<file path="config.mk">
export PLATFORM = sky130hd
export DESIGN_NAME = point_set_bounding_box
export DESIGN_NICKNAME = d
export VERILOG_FILES = /design/src/design/psbb_pkg.sv /design/src/design/psbb_accum.sv /design/src/design/psbb_finish.sv /design/src/design/point_set_bounding_box.sv
export SDC_FILE = /design/constraint.sdc
export NUM_CORES = 1
export LEC_CHECK = 0
export BUFFER_PORTS_ARGS = -buffer_cell sky130_fd_sc_hd__clkbuf_2
export CAP_MARGIN = 40
export CORE_ASPECT_RATIO = 0.7
export CORE_MARGIN = 2
export CORE_UTILIZATION = 56
export CTS_CLUSTER_DIAMETER = 40
export CTS_CLUSTER_SIZE = 10
export DETAILED_ROUTE_END_ITERATION = 7
export PLACE_DENSITY = 0.84
export SKIP_LAST_GASP = 1
export SLEW_MARGIN = 10
export SYNTH_ARGS = -nofsm -noshare
export SYNTH_HDL_FRONTEND = slang
export SYNTH_HIERARCHICAL = 1
export SYNTH_SLANG_ARGS = --single-unit
</file>
<file path="constraint.sdc">
create_clock -name i_clk -period 20.3 [get_ports i_clk]
set_input_delay 1.015 -clock i_clk [delete_from_list [all_inputs] [get_ports i_clk]]
set_output_delay 1.015 -clock i_clk [all_outputs]
set_load 0.05 [all_outputs]
</file>
<file path="src/design/psbb_pkg.sv">
// ----------------------------------------------------------------------------
// psbb_pkg
// shared types, widths and helpers for the point set bounding box block
// ----------------------------------------------------------------------------
`default_nettype none

package psbb_pkg;

    // coordinate width, signed q16.16
    localparam int CW       = 32;
    localparam int AXES     = 3;
    localparam int TOL_W    = 16;
    localparam int TEN_W    = TOL_W + 4;

    localparam logic [TOL_W-1:0] TOL_RESET = TOL_W'(1);

    typedef logic signed [CW-1:0] t_coord;
    typedef logic        [CW-1:0] t_ext;

    // one incoming point
    typedef struct packed {
        logic                 last;
        t_coord [AXES-1:0]    coord;
    } t_point;

    // corners of a finished set
    typedef struct packed {
        t_coord [AXES-1:0]    hi;
        t_coord [AXES-1:0]    lo;
    } t_box;

    // result word, centres in the low bits, extents above
    typedef struct packed {
        t_ext   [AXES-1:0]    ext;
        t_coord [AXES-1:0]    ctr;
    } t_result;

    localparam int IN_DATA_W  = AXES * CW;
    localparam int OUT_DATA_W = $bits(t_result);

    // ten times the tolerance as 8x + 2x
    function automatic logic [TEN_W-1:0] ten_times(input logic [TOL_W-1:0] tol);
        logic [TEN_W-1:0] wide;
        wide      = {4'b0000, tol};
        ten_times = (wide << 3) + (wide << 1);
    endfunction

endpackage

`default_nettype wire

</file>
<file path="src/design/psbb_accum.sv">
// ----------------------------------------------------------------------------
// psbb_accum
// input register and running per-axis minimum and maximum of the current set
// ----------------------------------------------------------------------------
`default_nettype none

module psbb_accum (
    input  wire logic             i_clk,
    input  wire logic             i_rst_n,
    input  wire logic             i_valid,
    output logic                  o_ready,
    input  wire psbb_pkg::t_point i_point,
    output logic                  o_box_valid,
    input  wire logic             i_box_ready,
    output psbb_pkg::t_box        o_box
);
    import psbb_pkg::*;

    logic                r_in_valid;
    t_point              r_in;
    logic                r_started;
    t_coord [AXES-1:0]   r_lo;
    t_coord [AXES-1:0]   r_hi;
    logic                r_box_valid;
    t_box                r_box;

    t_coord [AXES-1:0]   n_lo;
    t_coord [AXES-1:0]   n_hi;
    logic                box_free;
    logic                in_move;

    // new corners, seeded by the first point of a set
    always_comb begin
        for (int a = 0; a < AXES; a++) begin
            if (!r_started) begin
                n_lo[a] = r_in.coord[a];
                n_hi[a] = r_in.coord[a];
            end else begin
                n_lo[a] = ($signed(r_in.coord[a]) < $signed(r_lo[a])) ? r_in.coord[a] : r_lo[a];
                n_hi[a] = ($signed(r_in.coord[a]) > $signed(r_hi[a])) ? r_in.coord[a] : r_hi[a];
            end
        end
    end

    // only a last point can wait, and only for the box register
    assign box_free = !r_box_valid || i_box_ready;
    assign in_move  = r_in_valid && (!r_in.last || box_free);
    assign o_ready  = !r_in_valid || in_move;

    always_ff @(posedge i_clk) begin
        if (!i_rst_n) begin
            r_in_valid  <= 1'b0;
            r_started   <= 1'b0;
            r_box_valid <= 1'b0;
        end else begin
            if (o_ready) begin
                r_in_valid <= i_valid;
            end
            if (in_move) begin
                r_started <= !r_in.last;
            end
            if (in_move && r_in.last) begin
                r_box_valid <= 1'b1;
            end else if (i_box_ready) begin
                r_box_valid <= 1'b0;
            end
        end
    end

    always_ff @(posedge i_clk) begin
        if (i_valid && o_ready) begin
            r_in <= i_point;
        end
        if (in_move) begin
            r_lo <= n_lo;
            r_hi <= n_hi;
        end
        if (in_move && r_in.last) begin
            r_box.lo <= n_lo;
            r_box.hi <= n_hi;
        end
    end

    assign o_box_valid = r_box_valid;
    assign o_box       = r_box;

endmodule

`default_nettype wire

</file>
<file path="src/design/psbb_finish.sv">
// ----------------------------------------------------------------------------
// psbb_finish
// centre and half extent of a finished box, with tolerance clamp
// ----------------------------------------------------------------------------
`default_nettype none

module psbb_finish (
    input  wire logic                        i_clk,
    input  wire logic                        i_rst_n,
    input  wire logic                        i_box_valid,
    output logic                             o_box_ready,
    input  wire psbb_pkg::t_box              i_box,
    input  wire logic [psbb_pkg::TOL_W-1:0]  i_tol,
    output logic                             o_valid,
    input  wire logic                        i_ready,
    output psbb_pkg::t_result                o_result
);
    import psbb_pkg::*;

    logic                r_valid;
    t_result             r_result;
    t_result             n_result;

    logic [CW:0]         sum      [AXES];
    logic [CW:0]         ctr_full [AXES];
    logic [CW:0]         ext_full [AXES];
    logic [CW-1:0]       tol_wide;
    logic [CW-1:0]       ten_wide;

    assign tol_wide = {{(CW-TOL_W){1'b0}}, i_tol};
    assign ten_wide = {{(CW-TEN_W){1'b0}}, ten_times(i_tol)};

    // sum at one extra bit, arithmetic shift gives the floored half
    always_comb begin
        for (int a = 0; a < AXES; a++) begin
            sum[a]      = {i_box.hi[a][CW-1], i_box.hi[a]} + {i_box.lo[a][CW-1], i_box.lo[a]};
            ctr_full[a] = {sum[a][CW], sum[a][CW:1]};
            ext_full[a] = {i_box.hi[a][CW-1], i_box.hi[a]} - ctr_full[a];
            n_result.ctr[a] = ctr_full[a][CW-1:0];
            n_result.ext[a] = (ext_full[a][CW-1:0] <= tol_wide) ? ten_wide
                                                                : ext_full[a][CW-1:0];
        end
    end

    assign o_box_ready = !r_valid || i_ready;

    always_ff @(posedge i_clk) begin
        if (!i_rst_n) begin
            r_valid <= 1'b0;
        end else if (o_box_ready) begin
            r_valid <= i_box_valid;
        end
    end

    always_ff @(posedge i_clk) begin
        if (i_box_valid && o_box_ready) begin
            r_result <= n_result;
        end
    end

    assign o_valid  = r_valid;
    assign o_result = r_result;

endmodule

`default_nettype wire

</file>
<file path="src/design/point_set_bounding_box.sv">
// ----------------------------------------------------------------------------
// point_set_bounding_box
// axis-aligned bounding box of a stream of 3d points in signed q16.16
// ----------------------------------------------------------------------------
// Points arrive one per word on the slave stream; the first point of a set
// seeds the per-axis minimum and maximum and later points widen them. The
// point marked with tlast takes part in the box and closes the set: one
// result word follows on the master stream with the centre, floor of
// (max + min) / 2, and the half extent, max minus centre, on each axis. A
// half extent at or below the tolerance register is replaced by ten times
// the tolerance. The block takes one point every cycle; the only thing that
// can hold the input back is a full result path (box register and output
// register) while the master side stalls. A last point passes from the input
// register into the corner and box registers, and its result from there into
// the output register behind the centre/extent adder and clamp. The tolerance
// register resets to 1 and should only be written while no set is in flight.
// ----------------------------------------------------------------------------
`default_nettype none

module point_set_bounding_box (
    input  wire logic                               i_clk,
    input  wire logic                               i_rst_n,
    // slave stream: tdata = point_x, point_y, point_z; tlast = last_point
    input  wire logic                               s_axis_tvalid,
    output logic                                    s_axis_tready,
    input  wire logic [psbb_pkg::IN_DATA_W-1:0]     s_axis_tdata,
    input  wire logic                               s_axis_tlast,
    // master stream: tdata = center_x, center_y, center_z,
    //                        extent_x, extent_y, extent_z
    output logic                                    m_axis_tvalid,
    input  wire logic                               m_axis_tready,
    output logic [psbb_pkg::OUT_DATA_W-1:0]         m_axis_tdata,
    // extent_tolerance register
    input  wire logic                               i_cfg_wr_en,
    input  wire logic [psbb_pkg::TOL_W-1:0]         i_cfg_wr_data
);
    import psbb_pkg::*;

    logic [TOL_W-1:0]   r_tol;
    t_point             point;
    logic               box_valid;
    logic               box_ready;
    t_box               box;
    t_result            result;

    // tolerance register, no read-back
    always_ff @(posedge i_clk) begin
        if (!i_rst_n) begin
            r_tol <= TOL_RESET;
        end else if (i_cfg_wr_en) begin
            r_tol <= i_cfg_wr_data;
        end
    end

    // coordinates packed x lowest, last flag from tlast
    always_comb begin
        for (int a = 0; a < AXES; a++) begin
            point.coord[a] = s_axis_tdata[a*CW +: CW];
        end
        point.last = s_axis_tlast;
    end

    // running min/max and closed-set capture
    psbb_accum u_accum (
        .i_clk       (i_clk),
        .i_rst_n     (i_rst_n),
        .i_valid     (s_axis_tvalid),
        .o_ready     (s_axis_tready),
        .i_point     (point),
        .o_box_valid (box_valid),
        .i_box_ready (box_ready),
        .o_box       (box)
    );

    // centre, extent and tolerance clamp into the output register
    psbb_finish u_finish (
        .i_clk       (i_clk),
        .i_rst_n     (i_rst_n),
        .i_box_valid (box_valid),
        .o_box_ready (box_ready),
        .i_box       (box),
        .i_tol       (r_tol),
        .o_valid     (m_axis_tvalid),
        .i_ready     (m_axis_tready),
        .o_result    (result)
    );

    assign m_axis_tdata = result;

endmodule

`default_nettype wire

</file>
==> results by group <==
Finish
  – Finished Layout Cells: 4950
  – Area Growth Syn to Fin: 13.9%
  – Fin nets: 4452
  – Antenna diode count: 0
  – Share of layout cells above drive strength 1: 0.184

Pwr
  – PwrDens: 90.7 nW/um^2
  – Clk pwr share: 0.359
  – PnR Total Power: approximately 4.3 mW
  – Sw Ratio: 0.298
  – Power share of the sequential group: 0.409
  – NetSw: ~1.3 mW
  – Max VDD drop: 0.0000703 V
  – Leak Pwr: 19.7 nW
  – Comb pwr share: 0.233
  – Cell internal pwr: roughly 3.0 mW

Synthesis
  – Yosys reg bits: 693
  – Yosys Warn Count: 6
  – FFs w/ async S/R, synth: 0
  – Post-synth EDFFs: between 600 and 700
  – Main synth FF type: edfxtp_1
  – Syn Nets: 4074
  – Synthesized area: 41500 sq um
  – Sequential-to-total area share from yosys stat: 0.497
  – Synth Area per Inst: 11.7 sq um
  – Synth unique cells: 103
  – Post-Synthesis Cells: 3536

Clock tree
  – Clk Latency, worst-skew pair: 0.66 ns
  – CTS Buf Count: ~90
  – CTS Buffer Depth: 3
  – CTS tree: done
  – Clock-pin slew on the worst setup and hold paths: 0.05 ns
  – Hold-fix buffers, CTS: 0
  – Root Driver: clkbuf_16
  – Sink Count: 693
  – H-tree Lvls: 3
  – CTS resizes: 0
  – Setup bufs post-CTS: 0

Critical path
  – Arr. time, crit path: 8.51 ns
  – CP dominant cell by count: a21o_1
  – Delay of the slowest critical-path stage: about 0.53 ns
  – Critical path capture point type: register
  – Family with the most delay on the worst path: compound AO/OA/AOI/OAI gates
  – Worst EP required: 20.69 ns
  – Crit-path slowest cell: or4_1
  – CP Class: register to register
  – Crit path max fanout: 13
  – Buffer and inverter count on the worst path: 2
  – Crit path launch type: register

Timing
  – RSZ-0062 raised after global routing: no
  – Final hold slack: ~0.50 ns
  – Worst Tran Pin Value: 0.878 ns
  – Tmin final: ~8.1 ns
  – Clk_skew: 0.0324 ns
  – TNS Setup: 0 ns
  – FMAX: approximately 120 MHz
  – Endpoints failing setup: 0
  – Worst slew margin: 0.415
  – Fin crit share: 0.400
  – Final hold vios: 0
  – Slew Viols, Final: 0

Run status
  – Status: completed

Placement
  – I/O Buffers: 311
  – Final HPWL DP: 81100 um
  – Placed cells: 4798
  – Gpl congestion: 0.954

Floorplan
  – Die height: approximately 230 um
  – Rows: 83
  – Placeable Area: 73300 sq um
  – DIE AREA: between 70000 and 80000 sq um
  – Die Wd: roughly 330 um
  – I/O pins: 312
  – Starting density of the core: 0.566

Job
  – Max Cap Viol: 0

Drt
  – Routed via count: 29800
  – Via density: 6.02
  – 1st-pass router iterations: 5
  – Post-Route WL: 107000 um
  – Drt first-iter violations: 3192
  – Wirelength per Cell: 21.7 um
  – Final ANT Viol Nets: 0
  – DRC Markers: 0

GRT
  – Initial antenna violation count: 2
  – First-pass GRT wire length: 164000 um
  – Grt total ovfl: 0
  – Vias in the first global route: ~29000
  – GR Util All Layers: 0.280
  – Largest net degree at the start of global routing: 67

Hold path
  – HP Class: register to register
==> stage by stage <==
stage	cell area (sq um)	util	setup slack, ns
floorplan	41500	-	4.76
global placement	44100	0.602	12.64
detailed placement	44400	0.605	12.39
CTS	47200	0.644	12.32
global route	47200	0.644	11.88
finish	47200	0.644	12.18
==> logic make-up after synthesis <==
group | Yosys count | synth area share
buffers and inverters | 448 | 0.0431
flip-flops | 693 | 0.497
XOR/XNOR | 183 | 0.0392
adder cells (fa/ha/maj) | 437 | 0.132
AND/OR/NAND/NOR | 730 | 0.0912
multiplexers | 261 | 0.0728
AO/OA/AOI/OAI | 784 | 0.125
==> power by group through the flow <==
| stage | Clock (mW) | Combinational, mW | Sequential, mW |
|---|---|---|---|
| finish | 1.54 | 0.998 | 1.75 |
| global route | 1.61 | 1.09 | 1.76 |
| CTS | 1.56 | 0.980 | 1.75 |
| detailed placement | 0 | 0.969 | 1.78 |
| global placement | 0 | 0.935 | 1.78 |
| floorplan | 0 | 0.672 | 1.81 |
==> worst register-to-register path: cells and delay by family (launching register included) <==
kind	cells	cell delay [ns]
xor+xnor	2	0.32
fa+ha+maj	3	0.88
simple gates	8	2.20
buf+inv	2	0.38
compound gates	13	3.32
flops	1	0.40
mux	1	0.38
==> metal layers <==
metal  vias up  global-route usage  wire [um]
li1      13900                   -          -
met1     14300               0.410      47300
met2      1393               0.414      46300
met3       207              0.0500       9570
met4         0               0.106       4150
met5         -                   0          0
==> cells in the final DEF (no fill, tap or decap), types with 10 or more instances in the layout <==
cell	instances
a21boi_0	12
a211oi_1	28
o21ai_0	138
o31ai_1	20
nand3_1	54
dfxtp_1	20
clkbuf_16	93
o21a_1	54
nor2b_1	60
o21bai_1	27
mux2_2	175
xor2_1	60
mux2_4	37
clkbuf_1	24
and4_1	11
nor4_1	15
nor2_1	139
ha_1	413
buf_4	18
nand2_1	180
clkbuf_2	311
nor3_1	34
or3_1	12
nand2b_1	48
or2_2	16
edfxtp_1	673
a211o_1	10
a21o_1	90
xnor2_1	120
and2_1	30
maj3_1	14
inv_1	391
mux2i_1	46
and3_1	18
nor3b_1	13
a21oi_1	241
o211ai_1	14
nand4_1	62
a31oi_1	20
==> cell type report <==
class                           count  area [sq um]
Inverter                          393          1480
Fill cell                        5493         26100
Multi-Input combinational cell   2395         19100
Clock buffer                      118          2430
Timing Repair Buffer              340          1920
Clock inverter                     34           428
Tap cell                          977          1220
Sequential cell                   693         20600
==> Yosys cell counts (27+ instances only) <==
master / number / area (sq um)
o21a_1: 54 / 405
nor3_1: 34 / 170
edfxtp_1: 673 / 20200
a211oi_1: 28 / 210
nand2_1: 180 / 676
and2_1: 32 / 200
mux2i_1: 47 / 470
ha_1: 413 / 5170
xnor2_1: 120 / 1050
xor2_1: 60 / 526
o21ai_0: 138 / 691
mux2_4: 37 / 556
o21bai_1: 27 / 203
nand2b_1: 48 / 300
nand4_1: 62 / 388
a21oi_1: 241 / 1210
a21o_1: 90 / 676
nor2b_1: 60 / 375
nand3_1: 54 / 270
mux2_2: 175 / 1970
nor2_1: 139 / 522
inv_1: 392 / 1470
==> sequential cells by signal, summed over array words and instances (netlist names) <==
name and flops:
u_accum/r_in 97, u_accum/r_started 1, u_accum/o_box_valid 1, u_accum/r_in_valid 1, u_accum/o_box 192, r_tol 16, u_accum/r_lo 96, u_accum/r_hi 96
u_finish/o_valid 1, u_finish/o_result 192
==> final timing paths <==
check | cells after the start | slack [ns] | start | endpoint
hold reg to reg | 2 | 0.50 | u_accum/o_box_valid | u_finish/o_valid
hold / removal | 2 | 0.50 | u_accum/o_box_valid | u_finish/o_valid
setup reg to reg | 29 | 12.18 | u_accum/o_box[96] | u_finish/o_result[104]
setup / recovery | 29 | 12.18 | u_accum/o_box[96] | u_finish/o_result[104]
(Power assumes the default switching activity.)
